==> src/rtl/datagram_prefilter_rate_limit_core_defines.svh <==
// assertion macros for the datagram pre-filter core
// used by files that carry concurrent checks; expects clock and reset in scope
`ifndef DATAGRAM_PREFILTER_RATE_LIMIT_CORE_DEFINES_SVH
`define DATAGRAM_PREFILTER_RATE_LIMIT_CORE_DEFINES_SVH
`ifndef NO_ASSERTIONS
// property that must hold at every clock edge out of reset
`define DPRL_ASSERT(lbl, prop, msg) \
   lbl: assert property (@(posedge clock) disable iff (reset) (prop)) else $error(msg);
// same-cycle implication
`define DPRL_ASSERT_IMPL(lbl, ante, cons, msg) \
   lbl: assert property (@(posedge clock) disable iff (reset) (ante) |-> (cons)) else $error(msg);
// next-cycle implication
`define DPRL_ASSERT_NEXT(lbl, ante, cons, msg) \
   lbl: assert property (@(posedge clock) disable iff (reset) (ante) |=> (cons)) else $error(msg);
`else
`define DPRL_ASSERT(lbl, prop, msg)
`define DPRL_ASSERT_IMPL(lbl, ante, cons, msg)
`define DPRL_ASSERT_NEXT(lbl, ante, cons, msg)
`endif
`endif

==> src/rtl/dprl_pkg.sv <==
// shared types, codes and constants of the datagram pre-filter core
// no dependencies
`timescale 1ns / 1ps

package dprl_pkg;

   localparam int BUCKET_COUNT = 1024;
   localparam int BUCKET_AW    = $clog2(BUCKET_COUNT);
   localparam int TOKEN_W      = 24;
   localparam int TIME_W       = 32;
   localparam int PROD_W       = 2 * TOKEN_W;

   // size rules
   localparam int TYPE_MASK      = 'h0F;
   localparam int REQUEST_BYTES  = 1 + 13 + 8 + 8 + 24 + 1024;
   localparam int MAC_BYTES      = 16;
   localparam int CHALLENGE_BODY = 8 + 300;
   localparam int KEEPALIVE_BODY = 8;
   localparam int MAX_PAYLOAD    = 1200;
   localparam int LENGTH_SLACK   = 256;
   localparam int MAX_LENGTH     = REQUEST_BYTES + LENGTH_SLACK;
   localparam int MAX_SEQ_BYTES  = 8;
   localparam int ONE_TOKEN      = 65536;

   // verdicts
   localparam logic [1:0] VERDICT_ACCEPT       = 2'd0;
   localparam logic [1:0] VERDICT_BAD_SIZE     = 2'd1;
   localparam logic [1:0] VERDICT_BAD_TYPE     = 2'd2;
   localparam logic [1:0] VERDICT_RATE_LIMITED = 2'd3;

   // packet types
   localparam logic [3:0] PTYPE_REQUEST    = 4'd0;
   localparam logic [3:0] PTYPE_DENIED     = 4'd1;
   localparam logic [3:0] PTYPE_CHALLENGE  = 4'd2;
   localparam logic [3:0] PTYPE_RESPONSE   = 4'd3;
   localparam logic [3:0] PTYPE_KEEPALIVE  = 4'd4;
   localparam logic [3:0] PTYPE_PAYLOAD    = 4'd5;
   localparam logic [3:0] PTYPE_DISCONNECT = 4'd6;

   // register map
   localparam int         CSR_ADDR_W         = 4;
   localparam logic [1:0] CSR_FILTER_ENABLED = 2'd0;
   localparam logic [1:0] CSR_SERVER_ROLE    = 2'd1;
   localparam logic [1:0] CSR_BURST_TOKENS   = 2'd2;
   localparam logic [1:0] CSR_REFILL         = 2'd3;

   localparam logic        RST_FILTER_ENABLED = 1'b1;
   localparam logic        RST_SERVER_ROLE    = 1'b1;
   localparam logic [7:0]  RST_BURST_TOKENS   = 8'd4;
   localparam logic [23:0] RST_REFILL         = 24'd66;

   typedef struct packed {
      logic               seen;
      logic [TOKEN_W-1:0] tokens;
      logic [TIME_W-1:0]  last_time;
   } bucket_entry_type;

   localparam int ENTRY_W = $bits(bucket_entry_type);

   typedef struct packed {
      logic [1:0] verdict;
      logic       charge;
   } class_result_type;

   typedef struct packed {
      logic calc_en;
      logic mul_en;
      logic upd_en;
   } charge_ctrl_type;

endpackage

==> src/rtl/dprl_charge.sv <==
// token bucket refill and charge: elapsed time, refill product, saturate, take one token
// depends on dprl_pkg
`timescale 1ns / 1ps

module dprl_charge (
   input  logic                              clock,
   input  dprl_pkg::charge_ctrl_type          ctrl,
   input  dprl_pkg::bucket_entry_type         rd_entry,
   input  logic [dprl_pkg::TIME_W-1:0]        now_ticks,
   input  logic [7:0]                         burst_tokens,
   input  logic [23:0]                        refill_per_tick,
   output dprl_pkg::bucket_entry_type         wr_entry,
   output logic                               rate_limited
);

   logic                          seen_ff;
   logic [dprl_pkg::TOKEN_W-1:0]  tokens_ff;
   logic [dprl_pkg::TIME_W-1:0]   last_ff;
   logic                          adv_ff;
   logic                          adv_in;
   logic [dprl_pkg::TIME_W-1:0]   elapsed_ff;
   logic [dprl_pkg::TIME_W-1:0]   elapsed_in;
   logic [dprl_pkg::PROD_W-1:0]   prod_ff;
   logic [dprl_pkg::PROD_W-1:0]   prod_in;
   logic                          sat_ff;
   logic                          sat_in;
   logic [dprl_pkg::TOKEN_W-1:0]  newtok_ff;
   logic [dprl_pkg::TOKEN_W-1:0]  newtok_in;
   logic [dprl_pkg::TOKEN_W-1:0]  cap;
   logic [dprl_pkg::PROD_W:0]     sum;

   // stage 1: elapsed time from the stored entry
   assign adv_in     = now_ticks > rd_entry.last_time;
   assign elapsed_in = now_ticks - rd_entry.last_time;

   // stage 2: 24x24 refill product; elapsed 2^24 or more at nonzero refill sets the cap
   assign prod_in = dprl_pkg::PROD_W'(elapsed_ff[dprl_pkg::TOKEN_W-1:0] * refill_per_tick);
   assign sat_in  = (elapsed_ff[dprl_pkg::TIME_W-1:dprl_pkg::TOKEN_W] != '0) &&
                    (refill_per_tick != '0);

   // stage 3: refill and saturate
   assign cap = {burst_tokens, 16'd0};
   assign sum = (dprl_pkg::PROD_W + 1)'(tokens_ff) + (dprl_pkg::PROD_W + 1)'(prod_ff);

   always_comb begin
      if (!seen_ff) begin
         newtok_in = cap;
      end else if (!adv_ff) begin
         newtok_in = tokens_ff;
      end else if (sat_ff || sum > (dprl_pkg::PROD_W + 1)'(cap)) begin
         newtok_in = cap;
      end else begin
         newtok_in = sum[dprl_pkg::TOKEN_W-1:0];
      end
   end

   always_ff @(posedge clock) begin
      if (ctrl.calc_en) begin
         seen_ff    <= rd_entry.seen;
         tokens_ff  <= rd_entry.tokens;
         last_ff    <= rd_entry.last_time;
         adv_ff     <= adv_in;
         elapsed_ff <= elapsed_in;
      end
      if (ctrl.mul_en) begin
         prod_ff <= prod_in;
         sat_ff  <= sat_in;
      end
      if (ctrl.upd_en) begin
         newtok_ff <= newtok_in;
      end
   end

   // stage 4: charge one whole token, keep the stored time when it did not advance
   assign rate_limited       = newtok_ff < dprl_pkg::TOKEN_W'(dprl_pkg::ONE_TOKEN);
   assign wr_entry.seen      = 1'b1;
   assign wr_entry.tokens    = rate_limited ? newtok_ff :
                               newtok_ff - dprl_pkg::TOKEN_W'(dprl_pkg::ONE_TOKEN);
   assign wr_entry.last_time = (seen_ff && !adv_ff) ? last_ff : now_ticks;

endmodule

==> config.mk <==
export PLATFORM = sky130hd
export DESIGN_NAME = dprl_charge
export DESIGN_NICKNAME = d
export VERILOG_FILES = /design/src/rtl/datagram_prefilter_rate_limit_core_defines.svh /design/src/rtl/dprl_pkg.sv /design/src/rtl/dprl_charge.sv
export SDC_FILE = /design/constraint.sdc
export NUM_CORES = 2
export LEC_CHECK = 0
export ABC_AREA = 1
export BUFFER_PORTS_ARGS = -buffer_cell sky130_fd_sc_hd__clkbuf_2
export CAP_MARGIN = 25
export CORE_MARGIN = 1.5
export CORE_UTILIZATION = 45
export DETAILED_ROUTE_END_ITERATION = 10
export SETUP_SLACK_MARGIN = 0.4
export SYNTH_ARGS = -nofsm -noshare
export SYNTH_HDL_FRONTEND = slang
export SYNTH_SLANG_ARGS = --single-unit
==> constraint.sdc <==
create_clock -name clock -period 10.4 [get_ports clock]
set_input_delay 2.6 -clock clock [delete_from_list [all_inputs] [get_ports clock]]
set_output_delay 2.6 -clock clock [all_outputs]
set_load 0.03 [all_outputs]
==> impl_results.md <==
- Largest area contributor in the netlist: fa_1
- Vias per cell: 4.97
- Root buffer cell: clkbuf_16
- DR vias: 24500
- Synth top area share: 0.316
- CTS max path bufs: 2
- Largest cells by area after synthesis: fa_1 32%, edfxtp_1 16%, inv_1 14%, nand2_1 13%, ha_1 9.7%
- DRT Wirelength: 85500 um
- Starting Density: 0.456
- CP Capture Type: register
- Period Utilization, post-route: 0.861
- Hold Crit Start: tokens_ff[5]
- Slew @ Worst Pin: 0.792 ns
- Htree depth: 4
- CP required: 10.60 ns
- Row cnt: 95
- Largest family of logic cells by synthesized area: adder cells
- Yosys Warn Count: 0
- Post-Synth XOR/XNOR Area: 0.0266
- Hold buffers post-CTS: 0
- Total GRT Usage: 0.253
- Setup-failing EPs final: 0
- TNS Setup: 0 ns
- Synth Area in Compound Gates: 0.0523
- Largest net degree at the start of global routing: 59
- DRT Pass-1 Iters: 5
- Clock-pin slew on the worst setup and hold paths: 0.07 ns
- Chip height: 264 um
- DPL Wire Length: 69300 um
- Avg Synthesized Cell Area: 7.71 um^2
- WHS Endpoint: newtok_ff[5]
- Die X: 264 um
- PostCTS Resize Cnt: 0
- Seq/Total Area, Yosys: 0.160
- Final hold vios: 0
- Max frequency: 0.112 GHz
- Reg area: 4890 um^2
- Number of global-route vias before repair: 25600
- Startpoint types: input pin
- Cell count after synthesis: 3977
- Min-Delay Path Depth: 2
- Initial antenna violation count: 0
- Critical path class: in -> reg
- DR DRC count: 0
- First-pass GRT wire length: 138000 um
- Num CTS Buffers: 17
- Clock Skews: 0.0114 ns
- # IOs: 183
- Final Wtd Congestion: 0.928
- Commonest cells post-synth: 1111 x inv_1, 1082 x nand2_1, 484 x fa_1
- CP arrival: 9.16 ns
- CTS sink cnt: 163
- Max_cap viols: 0
- Post-synth EDFFs: 163
- Synth cell types: 54
- Syn_nets: 4825
- Max-slew violation count: 0
- Final Critical Period: 8.96 ns
- Crit Path Max Fanout: 25
- RSZ-0062 raised after global routing: false
- CORE AREA: 67300 um^2
- Setup bufs post-CTS: 0
- Adder-Cell Fraction of Synth Area: 0.413
- Layout cells sized above 1: 0.0698
- Status: finished, final reports clean
- First DRT Iteration DRCs: 1344
- Multiplexer share of the synthesized area: 0
- Die area: 69700 um^2
- R2r setup slk: 3.15 ns
- FF-to-FF path depth: 24
- Post-route ant nets: 0
- Async S/R FF share, synth: 0
- Flops & latches, synth: 163
- CTS tree: done
- Routed WL per cell: 17.3 um
- Fin nets: 4902
- Rel. slew slack: 0.472
- Reg2reg end: prod_ff[46]
- Total of fill cells in the finished design: 6721
- Grt total ovfl: 0
- Footprint of the multi-input gates: 20900 um^2
- Min-delay worst type: reg -> reg
- Port bufs: 181
- Worst skew pair latency: 0.46 ns
- Synthesis-to-finish area growth: 7.24%
- Antenna cells: 0
- Simple-gate share of the synthesized area: 0.190
- Ys flop type: edfxtp_1
- Most frequent cell after synthesis: inv_1
- Worst r2r src: elapsed_ff[16]
- Syn Std Cell Area: 30700 um^2
[sequential cells by signal, indices dropped and copies added, names as in the netlist]
| name | cells |
|---|---|
| elapsed_ff | 32 |
| newtok_ff | 24 |
| tokens_ff | 24 |
| adv_ff | 1 |
| last_ff | 32 |
| prod_ff | 48 |
| seen_ff | 1 |
| sat_ff | 1 |
[cell families (layout without fill, tap and decap cells)]
logic type | Yosys count | in the layout
and+or+nand+nor | 1439 | 1439
buffers and inverters | 1272 | 1362
adders and majority gates | 723 | 723
AOI/OAI and AO/OA | 286 | 286
DFF | 163 | 163
xor gates and xnor gates | 93 | 93
other | 1 | 1
[how the worst max path moves through the flow]
stage                         from     endpoint  slack, ns  cells after the start
2_1_floorplan   refill_per_tick[9]  prod_ff[46]       1.65                     25
3_3_place_gp    refill_per_tick[9]  prod_ff[47]       1.03                     21
3_5_place_dp    refill_per_tick[9]  prod_ff[46]       1.03                     24
5_1_grt         refill_per_tick[3]  prod_ff[46]       1.05                     24
6_report       refill_per_tick[10]  prod_ff[46]       1.44                     24
4_1_cts         refill_per_tick[9]  prod_ff[47]       1.51                     21
[metrics by stage]
stage / cells / setup WS [ns] / instance area, um^2 / hold WS, ns / util
global route: 4940 / 1.05 / 32900 / 0.611 / 0.489
floorplan: 3977 / 1.65 / 30700 / 0.527 / -
finish: 4940 / 1.44 / 32900 / 0.573 / 0.489
CTS: 4940 / 1.51 / 32900 / 0.573 / 0.489
detailed placement: 4908 / 1.03 / 32300 / 0.557 / 0.480
global placement: 4907 / 1.03 / 32200 / 0.561 / 0.479
[worst max-delay path, stage by stage]
cell and delay, ns:
clkbuf_2 0.51, nand2_1 0.19, fa_1 0.52, fa_1 0.54, inv_1 0.06, fa_1 0.51, inv_1 0.05, fa_1 0.47
inv_1 0.05, fa_1 0.52, fa_1 0.54, inv_1 0.05, fa_1 0.53, inv_1 0.04, ha_1 0.37, a21oi_1 0.21
inv_1 0.08, a31oi_1 0.24, o21ai_0 0.18, a21oi_1 0.15, o21ai_0 0.23, a211oi_1 0.28, nor2_1 0.08, xor2_1 0.14
[layer usage]
metal / wire length [um] / track usage / up-vias
met4: 2380 / 0.0727 / 0
met5: 0 / 0 / -
li1: - / - / 11800
met1: 37300 / 0.340 / 12000
met2: 42300 / 0.437 / 609
met3: 3610 / 0.0238 / 126
[layout by cell type, fill, tap and decap left out, types with 60 or more instances in the layout]
cell and n:
nand2_1 1082, fa_1 484, xor2_1 60, nor2_1 161, nand3_1 98, o21ai_0 67
a21oi_1 120, edfxtp_1 163, inv_1 1111, ha_1 239, clkbuf_2 180
[cell type report]
cell class / instances / share of cell area
inverters: 1120 / 0.128
repair buffers: 210 / 0.0348
clock inverters: 15 / 0.00597
multi-input cells: 2542 / 0.636
flip-flops and latches: 163 / 0.149
clock buffers: 17 / 0.0129
well taps: 873 / 0.0332
Power is not shown: default switching activity piles up to over one toggle a cycle in this logic, so the estimate is an artifact.
