`src/rtl/datagram_prefilter_rate_limit_core_defines.svh`:
```
// assertion macros for the datagram pre-filter core
// used by files that carry concurrent checks; expects clock and reset in scope
`ifndef DATAGRAM_PREFILTER_RATE_LIMIT_CORE_DEFINES_SVH
`define DATAGRAM_PREFILTER_RATE_LIMIT_CORE_DEFINES_SVH
`ifndef NO_ASSERTIONS
// property that must hold at every clock edge out of reset
`define DPRL_ASSERT(lbl, prop, msg) \
   lbl: assert property (@(posedge clock) disable iff (reset) (prop)) else $error(msg);
// same-cycle implication
`define DPRL_ASSERT_IMPL(lbl, ante, cons, msg) \
   lbl: assert property (@(posedge clock) disable iff (reset) (ante) |-> (cons)) else $error(msg);
// next-cycle implication
`define DPRL_ASSERT_NEXT(lbl, ante, cons, msg) \
   lbl: assert property (@(posedge clock) disable iff (reset) (ante) |=> (cons)) else $error(msg);
`else
`define DPRL_ASSERT(lbl, prop, msg)
`define DPRL_ASSERT_IMPL(lbl, ante, cons, msg)
`define DPRL_ASSERT_NEXT(lbl, ante, cons, msg)
`endif
`endif

```
`src/rtl/dprl_pkg.sv`:
```
// shared types, codes and constants of the datagram pre-filter core
// no dependencies
`timescale 1ns / 1ps

package dprl_pkg;

   localparam int BUCKET_COUNT = 1024;
   localparam int BUCKET_AW    = $clog2(BUCKET_COUNT);
   localparam int TOKEN_W      = 24;
   localparam int TIME_W       = 32;
   localparam int PROD_W       = 2 * TOKEN_W;

   // size rules
   localparam int TYPE_MASK      = 'h0F;
   localparam int REQUEST_BYTES  = 1 + 13 + 8 + 8 + 24 + 1024;
   localparam int MAC_BYTES      = 16;
   localparam int CHALLENGE_BODY = 8 + 300;
   localparam int KEEPALIVE_BODY = 8;
   localparam int MAX_PAYLOAD    = 1200;
   localparam int LENGTH_SLACK   = 256;
   localparam int MAX_LENGTH     = REQUEST_BYTES + LENGTH_SLACK;
   localparam int MAX_SEQ_BYTES  = 8;
   localparam int ONE_TOKEN      = 65536;

   // verdicts
   localparam logic [1:0] VERDICT_ACCEPT       = 2'd0;
   localparam logic [1:0] VERDICT_BAD_SIZE     = 2'd1;
   localparam logic [1:0] VERDICT_BAD_TYPE     = 2'd2;
   localparam logic [1:0] VERDICT_RATE_LIMITED = 2'd3;

   // packet types
   localparam logic [3:0] PTYPE_REQUEST    = 4'd0;
   localparam logic [3:0] PTYPE_DENIED     = 4'd1;
   localparam logic [3:0] PTYPE_CHALLENGE  = 4'd2;
   localparam logic [3:0] PTYPE_RESPONSE   = 4'd3;
   localparam logic [3:0] PTYPE_KEEPALIVE  = 4'd4;
   localparam logic [3:0] PTYPE_PAYLOAD    = 4'd5;
   localparam logic [3:0] PTYPE_DISCONNECT = 4'd6;

   // register map
   localparam int         CSR_ADDR_W         = 4;
   localparam logic [1:0] CSR_FILTER_ENABLED = 2'd0;
   localparam logic [1:0] CSR_SERVER_ROLE    = 2'd1;
   localparam logic [1:0] CSR_BURST_TOKENS   = 2'd2;
   localparam logic [1:0] CSR_REFILL         = 2'd3;

   localparam logic        RST_FILTER_ENABLED = 1'b1;
   localparam logic        RST_SERVER_ROLE    = 1'b1;
   localparam logic [7:0]  RST_BURST_TOKENS   = 8'd4;
   localparam logic [23:0] RST_REFILL         = 24'd66;

   typedef struct packed {
      logic               seen;
      logic [TOKEN_W-1:0] tokens;
      logic [TIME_W-1:0]  last_time;
   } bucket_entry_type;

   localparam int ENTRY_W = $bits(bucket_entry_type);

   typedef struct packed {
      logic [1:0] verdict;
      logic       charge;
   } class_result_type;

   typedef struct packed {
      logic calc_en;
      logic mul_en;
      logic upd_en;
   } charge_ctrl_type;

endpackage

```
`src/rtl/dprl_classify.sv`:
```
// header checks: length limits, type against role and sequence count, size per type
// depends on dprl_pkg
`timescale 1ns / 1ps

module dprl_classify (
   input  logic                      filter_enabled,
   input  logic                      server_role,
   input  logic [7:0]                prefix_byte,
   input  logic [15:0]               packet_length,
   output dprl_pkg::class_result_type result
);

   logic [3:0]  ptype;
   logic [3:0]  seq;
   logic [15:0] hdr;
   logic [15:0] lo;
   logic [15:0] hi;
   logic        ok;

   assign ptype = prefix_byte[3:0] & 4'(dprl_pkg::TYPE_MASK);
   assign seq   = prefix_byte[7:4];
   assign hdr   = 16'(seq) + 16'd1;

   // allowed size window and role per type
   always_comb begin
      ok = 1'b0;
      lo = '0;
      hi = '0;
      unique case (ptype)
         dprl_pkg::PTYPE_DENIED: begin
            ok = !server_role;
            lo = hdr + 16'(dprl_pkg::MAC_BYTES);
            hi = lo;
         end
         dprl_pkg::PTYPE_CHALLENGE: begin
            ok = !server_role;
            lo = hdr + 16'(dprl_pkg::CHALLENGE_BODY + dprl_pkg::MAC_BYTES);
            hi = lo;
         end
         dprl_pkg::PTYPE_RESPONSE: begin
            ok = server_role;
            lo = hdr + 16'(dprl_pkg::CHALLENGE_BODY + dprl_pkg::MAC_BYTES);
            hi = lo;
         end
         dprl_pkg::PTYPE_KEEPALIVE: begin
            ok = 1'b1;
            lo = hdr + 16'(dprl_pkg::KEEPALIVE_BODY + dprl_pkg::MAC_BYTES);
            hi = lo;
         end
         dprl_pkg::PTYPE_PAYLOAD: begin
            ok = 1'b1;
            lo = hdr + 16'(1 + dprl_pkg::MAC_BYTES);
            hi = hdr + 16'(dprl_pkg::MAX_PAYLOAD + dprl_pkg::MAC_BYTES);
         end
         dprl_pkg::PTYPE_DISCONNECT: begin
            ok = 1'b1;
            lo = hdr + 16'(dprl_pkg::MAC_BYTES);
            hi = lo;
         end
         default: begin
            ok = 1'b0;
         end
      endcase
   end

   always_comb begin
      result.verdict = dprl_pkg::VERDICT_ACCEPT;
      result.charge  = 1'b0;
      if (!filter_enabled) begin
         result.verdict = dprl_pkg::VERDICT_ACCEPT;
      end else if (packet_length == '0 ||
                   packet_length > 16'(dprl_pkg::MAX_LENGTH)) begin
         result.verdict = dprl_pkg::VERDICT_BAD_SIZE;
      end else if (ptype == dprl_pkg::PTYPE_REQUEST) begin
         if (!server_role || prefix_byte != '0) begin
            result.verdict = dprl_pkg::VERDICT_BAD_TYPE;
         end else if (packet_length != 16'(dprl_pkg::REQUEST_BYTES)) begin
            result.verdict = dprl_pkg::VERDICT_BAD_SIZE;
         end else begin
            result.charge = 1'b1;
         end
      end else if (seq == '0 || seq > 4'(dprl_pkg::MAX_SEQ_BYTES)) begin
         result.verdict = dprl_pkg::VERDICT_BAD_TYPE;
      end else if (!ok) begin
         result.verdict = dprl_pkg::VERDICT_BAD_TYPE;
      end else if (packet_length < lo || packet_length > hi) begin
         result.verdict = dprl_pkg::VERDICT_BAD_SIZE;
      end
   end

endmodule

```
`config.mk`:
```
export PLATFORM = sky130hd
export DESIGN_NAME = dprl_classify
export DESIGN_NICKNAME = d
export VERILOG_FILES = /design/src/rtl/datagram_prefilter_rate_limit_core_defines.svh /design/src/rtl/dprl_pkg.sv /design/src/rtl/dprl_classify.sv
export SDC_FILE = /design/constraint.sdc
export NUM_CORES = 1
export LEC_CHECK = 0
export CORE_MARGIN = 4
export CORE_UTILIZATION = 45
export DETAILED_ROUTE_END_ITERATION = 10
export DONT_BUFFER_PORTS = 1
export PLACE_DENSITY_LB_ADDON = 0.1
export SKIP_LAST_GASP = 1
export SLEW_MARGIN = 20
export SYNTH_ARGS = -nofsm -noshare
export SYNTH_HDL_FRONTEND = slang
export SYNTH_SLANG_ARGS = --single-unit
```
`constraint.sdc`:
```
create_clock -name vclk -period 3.86
set_input_delay 0.772 -clock vclk [all_inputs]
set_output_delay 0.772 -clock vclk [all_outputs]
set_load 0.02 [all_outputs]
```
==> out/qor.yml <==
wirelength_mm: 3.77
antenna-diode-count: 0
synthesis.nets: 208
overflow: 0
area_growth_pct: 25.7
seqCellArea_sq_um: 0
final_cell_count_no_fill: 204
hold_path_class: "in2out"
vias_per_cell: 6.42
number_of_pins_exceeding_their_max_slew_limit_in_the_final_report: 0
grt_first_pass_wirelength_mm: 6.33
whs_path_depth: 1
final_worst_path_setup_slack_ps: -88.2
grt_start_max_net_pins: 23
synth.yosys.warnings: 0
core_area_sq_um: 2480
status: "finished, violations left"
worstSetupEndpointType: "output port"
globalplace.congestion: 0.802
crit_path_start_kind: "input pin"
top_level_ports: 29
worstHoldEndpoint: "result[1]"
std_cell_rows: 18
failed_checks: "negative setup slack"
worst_slew_margin_relative_to_its_limit: 0.681
rsz0062_at_grt: "yes"
crit_path_max_fanout: 4
worst_ep_required_time_ps: 3090
synth_top_cell_by_area: "sky130_fd_sc_hd__ha_1"
period_share: 1.02
worst_hold_slack_ps: 1680
drc: 0
synth_cell_types: 53
postSynthAreaPerCell_sq_um: 7.35
max-cap-violations: 0
grtUsageTotal: 0.229
worst_margin_pin_slew_ps: 474
final.min_clock_period_ps: 3950
critical_path_class: "in2out"
fin_util: 0.597
avgRoutedWirePerCell_um: 18.5
max_freq_ghz: 0.253
cellPowerDensity_nw_per_um2: 106
totalPowerFinal_w: 0.000156
n_sequential_cell: 0
worst_hold_launch: "filter_enabled"
ir_drop_v: 0.0000624
floorplan.die_area_sq_um: 3500
ant_nets: 0
synth_top_cells_by_area: "sky130_fd_sc_hd__ha_1 23%, sky130_fd_sc_hd__nor2b_1 4.8%, sky130_fd_sc_hd__xnor2_1 4.5%"
port_buffers: 0
detail_route.iter0.violations: 37
synth_top_area_frac: 0.234
critPathArrivalTime_ps: 3180
antenna_found_initial: 0
ys_seq_area_frac: 0
cellLeakagePower_nw: 0.586
hpwl_mm: 3.00
floorplan.initialDensity: 0.475
place_inst: 201
routed-via-count: 1309
dieHeight_um: 59.1
synthesized_instance_count: 160
floorplan.die.width_um: 59.1
setup_viol_count_final: 1
clock_buffer_count_in_the_final_layout: 0
hold_fails_final_rpt: 0
firstDrtPassIters: 4
finish.net_count: 224
layout-drive-gt1-share: 0.287
grt_pass1_vias: 1335
pre_cts_setup_slack_ps: -217
syn_area_sq_um: 1180
==> worst max path at each step <==
stage,from,to,slack [ps],cells past startpoint
after floorplan,prefix_byte[4],result[1],20,13
after global placement,prefix_byte[4],result[1],-130,13
after detailed placement,prefix_byte[4],result[1],-220,13
after CTS,prefix_byte[5],result[1],4,12
after global routing,prefix_byte[5],result[1],-160,14
final,prefix_byte[5],result[1],-90,14
==> layout make-up <==
class,count,area (sq um)
inverter,9,33.8
fill,241,998
tap,30,37.5
timing repair buffer,20,150
multi-input combinational,145,1260
==> worst max-delay path: stages <==
cell	delay [ps]
sky130_fd_sc_hd__ha_4	160
sky130_fd_sc_hd__xnor2_4	140
sky130_fd_sc_hd__inv_2	80
sky130_fd_sc_hd__ha_4	160
sky130_fd_sc_hd__xnor2_1	110
sky130_fd_sc_hd__o22ai_1	190
sky130_fd_sc_hd__a22oi_2	110
sky130_fd_sc_hd__o21a_1	130
sky130_fd_sc_hd__ha_2	170
sky130_fd_sc_hd__a21o_4	220
sky130_fd_sc_hd__a2111oi_4	400
sky130_fd_sc_hd__o211ai_1	210
sky130_fd_sc_hd__o211ai_2	130
sky130_fd_sc_hd__a22o_4	170
==> logic make-up after synthesis <==
| family | count (synthesis) | synth area share |
|---|---|---|
| adder cells (fa/ha/maj) | 22 | 0.234 |
| multiplexers | 1 | 0.00851 |
| AO/OA/AOI/OAI | 51 | 0.336 |
| buffers and inverters | 15 | 0.0521 |
| AND/OR/NAND/NOR | 65 | 0.324 |
| XOR/XNOR | 6 | 0.0447 |
==> cell usage in the layout (no fill, tap or decap), types with 2 or more instances in the layout <==
| cell type | Yosys | layout |
|---|---|---|
| sky130_fd_sc_hd__o21ai_1 | 3 | 5 |
| sky130_fd_sc_hd__nor2_1 | 6 | 6 |
| sky130_fd_sc_hd__buf_4 | 1 | 20 |
| sky130_fd_sc_hd__and4_1 | 3 | 2 |
| sky130_fd_sc_hd__nand2_1 | 13 | 13 |
| sky130_fd_sc_hd__a21o_1 | 2 | 2 |
| sky130_fd_sc_hd__nor3_1 | 4 | 4 |
| sky130_fd_sc_hd__xnor2_1 | 6 | 3 |
| sky130_fd_sc_hd__nand3_2 | 0 | 2 |
| sky130_fd_sc_hd__inv_1 | 7 | 7 |
| sky130_fd_sc_hd__nor2b_1 | 9 | 8 |
| sky130_fd_sc_hd__ha_1 | 22 | 19 |
| sky130_fd_sc_hd__and3_1 | 5 | 3 |
| sky130_fd_sc_hd__nand2b_1 | 2 | 2 |
| sky130_fd_sc_hd__a31oi_1 | 2 | 2 |
| sky130_fd_sc_hd__a21oi_1 | 7 | 3 |
| sky130_fd_sc_hd__o21a_1 | 3 | 3 |
| sky130_fd_sc_hd__ha_4 | 0 | 2 |
| sky130_fd_sc_hd__xnor2_2 | 0 | 2 |
| sky130_fd_sc_hd__o31ai_1 | 2 | 2 |
| sky130_fd_sc_hd__and2_1 | 2 | 2 |
| sky130_fd_sc_hd__o21bai_1 | 2 | 2 |
| sky130_fd_sc_hd__inv_2 | 2 | 2 |
| sky130_fd_sc_hd__nand4b_1 | 3 | 3 |
| sky130_fd_sc_hd__o211ai_1 | 3 | 3 |
| sky130_fd_sc_hd__a21oi_2 | 0 | 4 |
| sky130_fd_sc_hd__nand3_1 | 6 | 4 |
| sky130_fd_sc_hd__and3_4 | 0 | 2 |
| sky130_fd_sc_hd__nor4_1 | 4 | 4 |
| sky130_fd_sc_hd__o21ai_0 | 7 | 5 |
==> per-stage QoR <==
step	setup TNS, ps	instance area (sq um)
after floorplan	0	1210
after global placement	-129	1340
after detailed placement	-217	1340
after CTS	0	1460
after global routing	-159	1480
final	-88.2	1480
==> per-layer routing <==
metal  vias up  GRT usage  share of wire
met1       619      0.314           0.47
met2        36      0.390           0.47
met3         4     0.0261          0.048
li1        650          -              -
met4         0     0.0356          0.011
met5         -          0              0
==> power breakdown <==
group          switching [W]  internal [W]  total (W)
registers                  0             0          0
logic              0.0000714     0.0000848   0.000156
clock network              0             0          0
total              0.0000714     0.0000848   0.000156
==> synthesized netlist by cell type (2+ instances only) <==
| cell | count |
|---|---|
| sky130_fd_sc_hd__inv_2 | 2 |
| sky130_fd_sc_hd__a21oi_1 | 7 |
| sky130_fd_sc_hd__o21a_1 | 3 |
| sky130_fd_sc_hd__a21o_1 | 2 |
| sky130_fd_sc_hd__a22o_1 | 2 |
| sky130_fd_sc_hd__nand2b_1 | 2 |
| sky130_fd_sc_hd__a211oi_1 | 2 |
| sky130_fd_sc_hd__xnor2_1 | 6 |
| sky130_fd_sc_hd__nor4_1 | 4 |
| sky130_fd_sc_hd__nand3_1 | 6 |
| sky130_fd_sc_hd__nor3_1 | 4 |
| sky130_fd_sc_hd__and2_1 | 2 |
| sky130_fd_sc_hd__o21ai_1 | 3 |
| sky130_fd_sc_hd__o22ai_1 | 2 |
| sky130_fd_sc_hd__and4_1 | 3 |
| sky130_fd_sc_hd__and3_1 | 5 |
| sky130_fd_sc_hd__a31oi_1 | 2 |
| sky130_fd_sc_hd__inv_1 | 7 |
| sky130_fd_sc_hd__nor2_1 | 6 |
| sky130_fd_sc_hd__a22oi_1 | 2 |
| sky130_fd_sc_hd__o21ai_0 | 7 |
| sky130_fd_sc_hd__o211ai_1 | 3 |
| sky130_fd_sc_hd__o31ai_1 | 2 |
| sky130_fd_sc_hd__ha_1 | 22 |
| sky130_fd_sc_hd__o21bai_1 | 2 |
| sky130_fd_sc_hd__clkbuf_1 | 3 |
| sky130_fd_sc_hd__nand2_1 | 13 |
| sky130_fd_sc_hd__nor2b_1 | 9 |
| sky130_fd_sc_hd__nand4b_1 | 3 |
==> what timing repair did <==
item | 4_1_cts | 5_1_grt
setup endpoints to repair | 1 | 1
pin swaps | 12 | 7
hold buffers | 0 | 0
buffers inserted | 3 | 1
resized for setup | 21 | 3
Power figures use the tool's default switching activity.
